===== config.mk =====
export PLATFORM = sky130hd
export DESIGN_NAME = osc_bundle_validator_core
export DESIGN_NICKNAME = d
export VERILOG_FILES = /design/src/sv/obv_pkg.sv /design/src/sv/osc_bundle_validator_core.sv
export VERILOG_INCLUDE_DIRS = /design/src /design/src/sv
export SDC_FILE = /design/constraint.sdc
export NUM_CORES = 1
export LEC_CHECK = 0
export BUFFER_PORTS_ARGS = -buffer_cell sky130_fd_sc_hd__buf_4
export CORE_MARGIN = 2
export CORE_UTILIZATION = 48
export CTS_BUF_LIST = sky130_fd_sc_hd__clkbuf_16
export CTS_CLUSTER_SIZE = 40
export DETAILED_ROUTE_END_ITERATION = 16
export GPL_TIMING_DRIVEN = 0
export SETUP_SLACK_MARGIN = 0.5
export SYNTH_ARGS = -nofsm -noshare
export SYNTH_HDL_FRONTEND = slang
export SYNTH_SLANG_ARGS = --single-unit

===== constraint.sdc =====
create_clock -name clk -period 7.39 [get_ports clk]
set_input_delay 0.3695 -clock clk [delete_from_list [all_inputs] [get_ports clk]]
set_output_delay 0.3695 -clock clk [all_outputs]
set_load 0.02 [all_outputs]

===== src/sv/osc_bundle_validator_core_macros.svh =====
// ----------------------------------------------------------------------------
// Assertion macros for the bundle validator.
// Concurrent checks are compiled in unless SYNTH is defined.
// ----------------------------------------------------------------------------
`ifndef OSC_BUNDLE_VALIDATOR_CORE_MACROS_SVH
`define OSC_BUNDLE_VALIDATOR_CORE_MACROS_SVH

`ifndef SYNTH

// Same-cycle implication, checked at every rising edge out of reset.
`define OBV_ASSERT_NOW(label, clk, rst_n, ante, cons, msg) \
    label: assert property (@(posedge clk) disable iff (!rst_n) (ante) |-> (cons)) \
        else $error(msg);

// Next-cycle implication, checked at every rising edge out of reset.
`define OBV_ASSERT_NEXT(label, clk, rst_n, ante, cons, msg) \
    label: assert property (@(posedge clk) disable iff (!rst_n) (ante) |=> (cons)) \
        else $error(msg);

`else

`define OBV_ASSERT_NOW(label, clk, rst_n, ante, cons, msg)
`define OBV_ASSERT_NEXT(label, clk, rst_n, ante, cons, msg)

`endif

`endif


===== src/sv/obv_pkg.sv =====
// ----------------------------------------------------------------------------
// obv_pkg
// Types and constants shared by the bundle validator.
// ----------------------------------------------------------------------------
`timescale 1ns / 1ps
`default_nettype none

package obv_pkg;

    typedef enum logic [2:0] {
        PH_HDR,
        PH_PAD,
        PH_TAG,
        PH_LEN,
        PH_BODY,
        PH_DRAIN
    } phase_t;

    localparam logic [1:0] STATUS_OK         = 2'd0;
    localparam logic [1:0] STATUS_SIZE       = 2'd1;
    localparam logic [1:0] STATUS_NOT_BUNDLE = 2'd2;

    localparam int TAG_BYTES  = 8;
    localparam int LEN_BYTES  = 4;
    localparam int MIN_BUNDLE = 16;

    // "#bundle" with its terminating zero.
    localparam logic [7:0] BUNDLE_TAG [8] = '{
        8'h23, 8'h62, 8'h75, 8'h6E, 8'h64, 8'h6C, 8'h65, 8'h00
    };

endpackage

`default_nettype wire


===== src/sv/osc_bundle_validator_core.sv =====
// ----------------------------------------------------------------------------
// osc_bundle_validator_core
// Checks a received bundle buffer, one byte per beat, and reports the verdict
// on the final byte.
// ----------------------------------------------------------------------------
//  channel | signals                                   | direction
//  --------+-------------------------------------------+----------
//  in      | in_valid, in_ready, data_byte, last_byte  | sink
//  out     | out_valid, out_ready, status, total_length| source
//
//  One byte is taken per cycle while no final byte is held; each byte passes
//  an input register and the header/element tracking logic and, for the
//  final byte, the result register that holds its verdict.
//  Reset clears all tracking state; the block accepts data right away.
//  Only a final byte waits on a full result register, so stalls on the out
//  side hold the input only when a verdict cannot be written.
// ----------------------------------------------------------------------------
`timescale 1ns / 1ps
`default_nettype none

module osc_bundle_validator_core #(
    parameter int MAX_BYTES = 65536
) (
    input  wire logic        clk,
    input  wire logic        rst_n,
    input  wire logic        in_valid,
    output logic             in_ready,
    input  wire logic [7:0]  data_byte,
    input  wire logic        last_byte,
    output logic             out_valid,
    input  wire logic        out_ready,
    output logic [1:0]       status,
    output logic [16:0]      total_length
);

    import obv_pkg::*;

    `include "osc_bundle_validator_core_macros.svh"

    localparam int CW = $clog2(MAX_BYTES + 1);

    // Input register.
    logic        s1_valid_reg, s1_valid_next;
    logic [7:0]  s1_data_reg;
    logic        s1_last_reg;
    logic        s1_consume;

    // Tracking state.
    phase_t      phase_reg, phase_next;
    logic [CW-1:0] cnt_reg, cnt_next, cnt_upd;
    logic        match_reg, match_next;
    logic [3:0]  fld_reg, fld_next;
    logic [31:0] shift_reg, shift_next;
    logic [31:0] left_reg, left_next;
    logic [1:0]  err_reg, err_next;

    // Result register.
    logic        out_valid_reg, out_valid_next;
    logic [1:0]  status_reg;
    logic [16:0] total_reg;
    logic        res_load;
    logic [1:0]  res_status;
    logic [16:0] res_total;
    logic [CW+16:0] cnt_wide;

    // Values after this byte, before the end-of-buffer return to reset.
    phase_t      ph_upd;
    logic        match_upd;
    logic [3:0]  fld_upd;
    logic [31:0] shift_upd;
    logic [31:0] left_upd;
    logic [1:0]  err_upd;
    logic        overflow;

    // A non-final byte always proceeds; a final byte needs room for its verdict.
    assign s1_consume = s1_valid_reg && (!s1_last_reg || !out_valid_reg || out_ready);
    assign in_ready   = !s1_valid_reg || s1_consume;
    assign res_load   = s1_consume && s1_last_reg;
    assign overflow   = (cnt_reg >= CW'(MAX_BYTES));

    always_comb
    begin
        s1_valid_next = s1_valid_reg;
        if (in_valid && in_ready)
        begin
            s1_valid_next = 1'b1;
        end
        else if (s1_consume)
        begin
            s1_valid_next = 1'b0;
        end
    end

    always_comb
    begin
        ph_upd    = phase_reg;
        cnt_upd   = cnt_reg;
        match_upd = match_reg;
        fld_upd   = fld_reg;
        shift_upd = shift_reg;
        left_upd  = left_reg;
        err_upd   = err_reg;

        if (overflow)
        begin
            err_upd = STATUS_SIZE;
            ph_upd  = PH_DRAIN;
        end
        else
        begin
            cnt_upd = cnt_reg + CW'(1);
            unique case (phase_reg)
                PH_HDR:
                begin
                    if (cnt_reg >= CW'(TAG_BYTES) || s1_data_reg != BUNDLE_TAG[cnt_reg[2:0]])
                    begin
                        match_upd = 1'b0;
                    end
                    if (s1_data_reg == 8'h00)
                    begin
                        // Bytes left to the next 4-byte boundary.
                        if (cnt_reg[1:0] == 2'b11)
                        begin
                            if (!match_upd)
                            begin
                                err_upd = STATUS_NOT_BUNDLE;
                                ph_upd  = PH_DRAIN;
                            end
                            else
                            begin
                                ph_upd  = PH_TAG;
                                fld_upd = 4'(TAG_BYTES);
                            end
                        end
                        else
                        begin
                            ph_upd  = PH_PAD;
                            fld_upd = {2'b00, ~cnt_reg[1:0]};
                        end
                    end
                end
                PH_PAD:
                begin
                    fld_upd = fld_reg - 4'd1;
                    if (s1_data_reg != 8'h00)
                    begin
                        err_upd = STATUS_SIZE;
                        ph_upd  = PH_DRAIN;
                    end
                    else if (fld_reg == 4'd1)
                    begin
                        if (!match_reg)
                        begin
                            err_upd = STATUS_NOT_BUNDLE;
                            ph_upd  = PH_DRAIN;
                        end
                        else
                        begin
                            ph_upd  = PH_TAG;
                            fld_upd = 4'(TAG_BYTES);
                        end
                    end
                end
                PH_TAG:
                begin
                    fld_upd = fld_reg - 4'd1;
                    if (fld_reg == 4'd1)
                    begin
                        ph_upd    = PH_LEN;
                        fld_upd   = 4'(LEN_BYTES);
                        shift_upd = 32'd0;
                    end
                end
                PH_LEN:
                begin
                    shift_upd = {shift_reg[23:0], s1_data_reg};
                    fld_upd   = fld_reg - 4'd1;
                    if (fld_reg == 4'd1)
                    begin
                        left_upd = shift_upd;
                        if (shift_upd == 32'd0)
                        begin
                            // An empty element: the next length starts at once.
                            fld_upd   = 4'(LEN_BYTES);
                            shift_upd = 32'd0;
                        end
                        else
                        begin
                            ph_upd = PH_BODY;
                        end
                    end
                end
                PH_BODY:
                begin
                    left_upd = left_reg - 32'd1;
                    if (left_reg == 32'd1)
                    begin
                        ph_upd    = PH_LEN;
                        fld_upd   = 4'(LEN_BYTES);
                        shift_upd = 32'd0;
                    end
                end
                PH_DRAIN:
                begin
                end
                default:
                begin
                end
            endcase
        end
    end

    // Verdict for a final byte, taken from the updated state.
    always_comb
    begin
        cnt_wide   = {17'd0, cnt_upd};
        res_total  = 17'd0;
        if (err_upd != STATUS_OK)
        begin
            res_status = err_upd;
        end
        else if (ph_upd == PH_LEN && fld_upd == 4'(LEN_BYTES))
        begin
            res_status = STATUS_OK;
            res_total  = cnt_wide[16:0];
        end
        else
        begin
            res_status = STATUS_SIZE;
        end
    end

    always_comb
    begin
        phase_next = phase_reg;
        cnt_next   = cnt_reg;
        match_next = match_reg;
        fld_next   = fld_reg;
        shift_next = shift_reg;
        left_next  = left_reg;
        err_next   = err_reg;
        if (s1_consume)
        begin
            if (s1_last_reg)
            begin
                phase_next = PH_HDR;
                cnt_next   = '0;
                match_next = 1'b1;
                fld_next   = 4'd0;
                shift_next = 32'd0;
                left_next  = 32'd0;
                err_next   = STATUS_OK;
            end
            else
            begin
                phase_next = ph_upd;
                cnt_next   = cnt_upd;
                match_next = match_upd;
                fld_next   = fld_upd;
                shift_next = shift_upd;
                left_next  = left_upd;
                err_next   = err_upd;
            end
        end
    end

    always_comb
    begin
        out_valid_next = out_valid_reg;
        if (res_load)
        begin
            out_valid_next = 1'b1;
        end
        else if (out_ready)
        begin
            out_valid_next = 1'b0;
        end
    end

    always_ff @(posedge clk or negedge rst_n)
    begin
        if (!rst_n)
        begin
            s1_valid_reg  <= 1'b0;
            out_valid_reg <= 1'b0;
            phase_reg     <= PH_HDR;
            cnt_reg       <= '0;
            match_reg     <= 1'b1;
            fld_reg       <= 4'd0;
            shift_reg     <= 32'd0;
            left_reg      <= 32'd0;
            err_reg       <= STATUS_OK;
        end
        else
        begin
            s1_valid_reg  <= s1_valid_next;
            out_valid_reg <= out_valid_next;
            phase_reg     <= phase_next;
            cnt_reg       <= cnt_next;
            match_reg     <= match_next;
            fld_reg       <= fld_next;
            shift_reg     <= shift_next;
            left_reg      <= left_next;
            err_reg       <= err_next;
        end
    end

    always_ff @(posedge clk)
    begin
        if (in_valid && in_ready)
        begin
            s1_data_reg <= data_byte;
            s1_last_reg <= last_byte;
        end
        if (res_load)
        begin
            status_reg <= res_status;
            total_reg  <= res_total;
        end
    end

    assign out_valid    = out_valid_reg;
    assign status       = status_reg;
    assign total_length = total_reg;

    // A valid bundle holds at least the padded header string and the time tag.
    `OBV_ASSERT_NOW(a_ok_min_len, clk, rst_n, res_load && res_status == STATUS_OK, cnt_upd >= CW'(MIN_BUNDLE), "valid verdict on a buffer shorter than a bundle header")

    `OBV_ASSERT_NOW(a_err_zero_len, clk, rst_n, out_valid_reg && status_reg != STATUS_OK, total_reg == 17'd0, "error verdict carries a nonzero length")

    `OBV_ASSERT_NEXT(a_end_resets, clk, rst_n, res_load, phase_reg == PH_HDR && cnt_reg == '0 && match_reg && err_reg == STATUS_OK, "tracking state not cleared after the final byte")

    `OBV_ASSERT_NEXT(a_hold_input, clk, rst_n, s1_valid_reg && !s1_consume, s1_valid_reg && $stable(s1_data_reg) && $stable(s1_last_reg), "held input beat lost or changed")

endmodule

`default_nettype wire


# Yosys cells after proc, flatten, opt, wreduce, memory -nomap -nowiden
# Memories as Yosys holds them, arrays and structs flattened.
# Cells that the tools add are included.
[op_classes] add_sub_neg=3 magnitude_cmp=3 eq_ne=14 n_mux=62 bitwise_logic=3 n_reduce_logical=25
[op_table] cell="$mux 24" n=6
[op_table] cell="$mux 32" n=3
[op_table] cell="$pmux 24 s3" n=1
[op_table] cell="$pmux 32 s2" n=1
[op_table] cell="$mux 4" n=12
[op_table] cell="$mux 3" n=12
[op_table] cell="$mux 17" n=2
[op_table] cell="$eq 32x1->1 const B" n=1
[op_table] cell="$logic_not 32->1" n=1
[op_table] cell="$sub 32x1->32 const B" n=1
[op_table] cell="$pmux 4 s5" n=1
[op_table] cell="$mux 2" n=9
[op_table] cell="$add 17x1->17 const B" n=1
[op_table] cell="$ge 17x17->1 const B" n=1
[op_table] cell="$ge 17x4->1 const B" n=1
[op_table] cell="$mux 8" n=2
[op_table] cell="$pmux 3 s5" n=1
[op_table] cell="$mux 1" n=11
[op_table] cell="$eq 3x2->1 const B" n=3
[op_table] cell="$ne 3x3->1 const B" n=3
[op_table] cell="$logic_not 8->1" n=1
[op_table] cell="$ne 8x8->1" n=1
[op_table] cell="$reduce_bool 2->1" n=4
[op_table] cell="$reduce_bool 8->1" n=1
[op_table] cell="22 further kinds" n=30
[word_totals] ff_bits=113 mem_bits_ro=64 in_bits=13 out_inout_bits=21 wordCells=124 memories=1
[memory_table] memory="(name not given)" depth=8 word_bits=8 rd=1 rd_clocked_by_memory_dff=0 wr=0 line="osc_bundle_validator_core.sv:115" source="if (cnt_reg >= CW'(TAG_BYTES) || s1_data_reg != BUNDLE_TAG[cnt_reg[2:0]])"

# Depth between registers and ports, before layout
[logic_depth] word_depth=18 depth_mapped=12 ltp_nobuf=10

# Worst setup path after synthesis
# Ideal clock, no wire load.
[synth_path] kind="register to register" start="reg cnt_reg[0]" end="reg total_reg[10] (netlist: total_length[10]) (data pin)" setup_time_ps=155 arrival_ps=3080 t_required_ps=7235 path_slack_ps=4155 stages_incl_launch_ff=12 n_path_buf=1 synth_period_minus_slack_ps=3235 path_cell_list="dfrtp_1 inv_1 ha_1 and2_1 or3_1 a221oi_1 a21oi_1 or4_4 nor3_4 o2111ai_4 buf_6 nor3_2"
[synth_via] elab_chain_len=18 elab_cells_between_ends=36 cone_classes="1 x add/sub; 2 x order compare; 4 x eq/ne; 21 x mux; 3 x bitwise; 4 x reduce/logical; 1 x memory"
[synth_lines] item="from (decl)" line="osc_bundle_validator_core.sv:50" source="logic [CW-1:0] cnt_reg, cnt_next, cnt_upd;"
[synth_lines] item="from (signal assigned)" line="osc_bundle_validator_core.sv:299" source="cnt_reg <= cnt_next;"
[synth_lines] item="$not 3->4 (not written as such)" line="osc_bundle_validator_core.sv:115"
[synth_lines] item="$mem_v2 8x8"
[synth_lines] item="$mux 8 (not written as such) (2 in a row)" line="osc_bundle_validator_core.sv:115"
[synth_lines] item="$ne 8x8->1" line="osc_bundle_validator_core.sv:115"
[synth_lines] item="$logic_or 1x1->1" line="osc_bundle_validator_core.sv:115"
[synth_lines] item="$mux 1" line="osc_bundle_validator_core.sv:115"
[synth_lines] item="$mux 1" line="osc_bundle_validator_core.sv:112" source="unique case (phase_reg)"
[synth_lines] item="$mux 1" line="osc_bundle_validator_core.sv:104" source="if (overflow)"
[synth_lines] item="$mux 4 / $mux 3 (equally long branches)" line="osc_bundle_validator_core.sv:124" source="if (!match_upd)"
[synth_lines] item="$mux 4 / $mux 3 (equally long branches)" line="osc_bundle_validator_core.sv:122" source="if (cnt_reg[1:0] == 2'b11)"
[synth_lines] item="$mux 4 / $mux 3 (equally long branches)" line="osc_bundle_validator_core.sv:119" source="if (s1_data_reg == 8'h00)"
[synth_lines] item="$pmux 4 s5 / $pmux 3 s5 (equally long branches)" line="osc_bundle_validator_core.sv:112"
[synth_lines] item="$mux 4 / $mux 3 (equally long branches)" line="osc_bundle_validator_core.sv:104"
[synth_lines] item="$eq 4x3->1 / $eq 3x2->1 (equally long branches)" line="osc_bundle_validator_core.sv:222" source="else if (ph_upd == PH_LEN && fld_upd == 4'(LEN_BYTES))"
[synth_lines] item="$logic_and 1x1->1" line="osc_bundle_validator_core.sv:222"
[synth_lines] item="$not 1->1 (no line)"
[synth_lines] item="$reduce_or 2->1 (no line)"
[synth_lines] item="to (signal assigned)" line="osc_bundle_validator_core.sv:318" source="total_reg <= res_total;"
[synth_lines] item="to (decl)" line="osc_bundle_validator_core.sv:60" source="logic [16:0] total_reg;"
# Parallel ways exist; a longest one is shown, timed or not. The select of a mux whose other input is x is not followed.
# A chain may end at the register's enable or synchronous reset.

# Final worst setup path
[layout_path] start="reg left_reg[20]" end="reg total_reg[11] (netlist: total_length[11]) (data pin)"
[layout_via] elab_chain_len=8 elab_cells_between_ends=12 cone_classes="3 x eq/ne; 6 x mux; 1 x bitwise; 2 x reduce/logical"
[layout_lines] item="from (decl)" line="osc_bundle_validator_core.sv:54" source="logic [31:0] left_reg, left_next;"
[layout_lines] item="from (signal assigned)" line="osc_bundle_validator_core.sv:303" source="left_reg <= left_next;"
[layout_lines] item="$eq 32x1->1 *" line="osc_bundle_validator_core.sv:196" source="if (left_reg == 32'd1)"
[layout_lines] item="$mux 4 / $mux 3 (equally long branches)" line="osc_bundle_validator_core.sv:196"
[layout_lines] item="$pmux 4 s5 / $pmux 3 s5 (equally long branches)" line="osc_bundle_validator_core.sv:112"
[layout_lines] item="$mux 4 / $mux 3 (equally long branches)" line="osc_bundle_validator_core.sv:104"
[layout_lines] item="$eq 4x3->1 / $eq 3x2->1 (equally long branches)" line="osc_bundle_validator_core.sv:222"
[layout_lines] item="$logic_and 1x1->1 *" line="osc_bundle_validator_core.sv:222"
[layout_lines] item="$not 1->1 (no line) *"
[layout_lines] item="$reduce_or 2->1 (no line) *"
# Mark *: on every way between the ends. The rest lies on a longest branch, timed or not.

==> impl_metrics.tcl <==
set metrics [dict create \
    worst_slew_pin_slew_ps 1147 \
    cts_tree "yes" \
    clkSinkCount 113 \
    hold_slack_ps 122.6 \
    final_hold_viol_count 0 \
    drtIter0Drc 597 \
    h-tree-depth 4 \
    ctsResizeCount 0 \
    p_sw_uw 465.2 \
    via_count 6088 \
    chipHeight_um 121.0 \
    syn_nets 788 \
    largest_reg_flops 32 \
    grt_util_all_layers_pct 27.85 \
    layout_common_cells "102 x o21ai_0, 85 x nor2_1, 84 x dfrtp_1" \
    max_freq_mhz 251.0 \
    fin_ws_ps 3406 \
    max_cap_violations 0 \
    p_int_mw 1.253 \
    peakVddDrop_mv 0.1610 \
    clockBufferDepth 2 \
    initial_core_util_pct 49.44 \
    crit_arrival_ps 4240 \
    layout_commonest_cell "o21ai_0" \
    min-delay-path-class "input port to flop" \
    ios 34 \
    postRouteAntennaNets 0 \
    cts_root_buf "clkbuf_16" \
    grt_setup_unrepaired "no" \
    viasPerCell 6.058 \
    synth-seq-cells 113 \
    cp-start-kind "flop" \
    place.gp.congestion 0.9175 \
    die-area_um2 14650 \
    syn_area_um2 6574 \
    drive_above_1_share_pct 10.37 \
    comb_power_share_pct 12.1 \
    die_w_um 121.0 \
    seqPwrFrac_pct 39.5 \
    stdcell_area_um2 7634 \
    grt_remaining_overflow 0 \
    finalSetupTns_ps 0 \
    slew_violations 0 \
    num-fill-cells 1230 \
    drcViolationCount 0 \
    cts_buffers 17 \
    worstPathRequired_ps 7650 \
    critPathMaxFanout 10 \
    p_leak_nw 2.998 \
    ys_types 63 \
    dp_hpwl_um 13760 \
    synth-edff-count 28 \
    min_period_over_period_pct 53.91 \
    synth_area_per_cell_um2 8.604 \
    wire_per_inst_um 19.23 \
    syn_to_final_growth_pct 16.12 \
    finalWirelength_um 19330 \
    seq_area_frac_synth_pct 45.17 \
    period_needed_ps 3984 \
    p_total_mw 1.719 \
    post-cts-setup-buffers 0 \
    antenna_found_initial 0 \
    fp-row-count 42 \
    design.core.area_um2 13300 \
    synthFlopType "dfrtp_1" \
    end_kind "flop" \
    clk-insertion-delay-late_ps 420 \
    grt_max_degree 86 \
    grt_pass1_vias 5869 \
    netSwitchingFraction_pct 27.07 \
    cts.reportedPaths.clkPinSlew_ps 60 \
    outcome "finished, final reports clean" \
    powerDensity_nw_per_um2 225.1 \
    place_area_um2 7042 \
    fin_skew_ps 10.17 \
    relSlewSlack_pct 23.55 \
    ctsHoldBuffers 0 \
    critPathKind "flop to flop" \
    syn_inst 764 \
    dp.cells 973 \
    dp_slack_ps 3467 \
    setup_violations 0 \
    nets 840 \
    grt_first_pass_wirelength_um 31350 \
    final_core_util_pct 57.42 \
    stdcell_count 1005 \
    antenna_cells 0 \
    p_clk_share_pct 48.5 \
    dr.pass1.iters 6 \
    async_flop_share_pct 75.22 \
    port_buffers 33 \
    ys_warn_count 0 \
]
[cell type report]
| cell class | instances | area (µm²) | share of cell area, % |
|---|---|---|---|
| clock buffers | 17 | 425.4 | 5.573 |
| plain buffers | 50 | 196.4 | 2.573 |
| multi-input cells | 561 | 3258 | 42.68 |
| repair buffers | 33 | 247.7 | 3.245 |
| flip-flops and latches | 113 | 2969 | 38.90 |
| inverters | 40 | 150.1 | 1.967 |
| clock inverters | 15 | 166.4 | 2.180 |
| well taps | 176 | 220.2 | 2.885 |
[kinds of logic after synthesis]
| family | Yosys count | synth area share, % |
|---|---|---|
| and+or+nand+nor | 296 | 22.92 |
| muxes | 2 | 0.3236 |
| buffers and inverters | 90 | 5.272 |
| AOI/OAI and AO/OA | 230 | 21.30 |
| xor gates and xnor gates | 22 | 2.931 |
| DFF | 113 | 45.17 |
| adders and majority gates | 11 | 2.094 |
[Yosys cell counts (11+ instances only)]
| cell type | instances | area share [%] |
|---|---|---|
| dfrtp_1 | 84 | 32 |
| ha_1 | 11 | 2.1 |
| nor3_1 | 26 | 2.0 |
| xnor2_1 | 13 | 1.7 |
| inv_1 | 40 | 2.3 |
| a21oi_1 | 40 | 3.0 |
| nand2_1 | 79 | 4.5 |
| nor2_1 | 85 | 4.9 |
| o21ai_0 | 102 | 7.8 |
| edfxtp_1 | 28 | 13 |
| o31ai_1 | 30 | 3.4 |
| a22oi_1 | 13 | 1.5 |
| clkbuf_1 | 46 | 2.6 |
| nor4_1 | 28 | 2.7 |
| nand4_1 | 11 | 1.0 |
[worst paths after layout]
| path | start | to | slack (ps) | cells after the start |
|---|---|---|---|---|
| hold / removal | data_byte[7] | s1_data_reg[7]$_DFFE_PP_ | 120 | 1 |
| setup reg to reg | left_reg[20]$_DFFE_PN0P_ | total_length[11]$_SDFFCE_PP0P_ | 3410 | 10 |
| setup / recovery | left_reg[20]$_DFFE_PN0P_ | total_length[11]$_SDFFCE_PP0P_ | 3410 | 10 |
| min in group asynchronous | rst_n | left_reg[24]$_DFFE_PN0P_ | 140 | 1 |
| hold reg to reg | left_reg[16]$_DFFE_PN0P_ | left_reg[16]$_DFFE_PN0P_ | 510 | 2 |
| max in group asynchronous | rst_n | left_reg[2]$_DFFE_PN0P_ | 6490 | 1 |
[worst max-delay path: stages, from the launching register on]
cell and delay, ps:
dfrtp_1 360, clkbuf_1 180, nor4_1 830, nand4_1 410, nor4_4 410, o21ai_0 170, or4_4 600, nor3_4 240
o2111ai_4 210, buf_6 230, nor3_2 190
[per-layer routing]
layer	wire (µm)	vias to the layer above	GRT usage, %
met5	0	-	0
met4	303	0	8.285
met3	1263	28	6.250
met2	8401	203	39.89
met1	9361	2992	41.92
li1	-	2865	-
[power by group through the flow]
stage / logic [mW] / clock network, mW / registers [mW]
after global placement: 0.203 / 0 / 0.688
after CTS: 0.205 / 0.841 / 0.678
after global routing: 0.229 / 0.867 / 0.680
after detailed placement: 0.203 / 0 / 0.689
after floorplan: 0.135 / 0 / 0.686
final: 0.207 / 0.833 / 0.678
(Power assumes the default switching activity.)
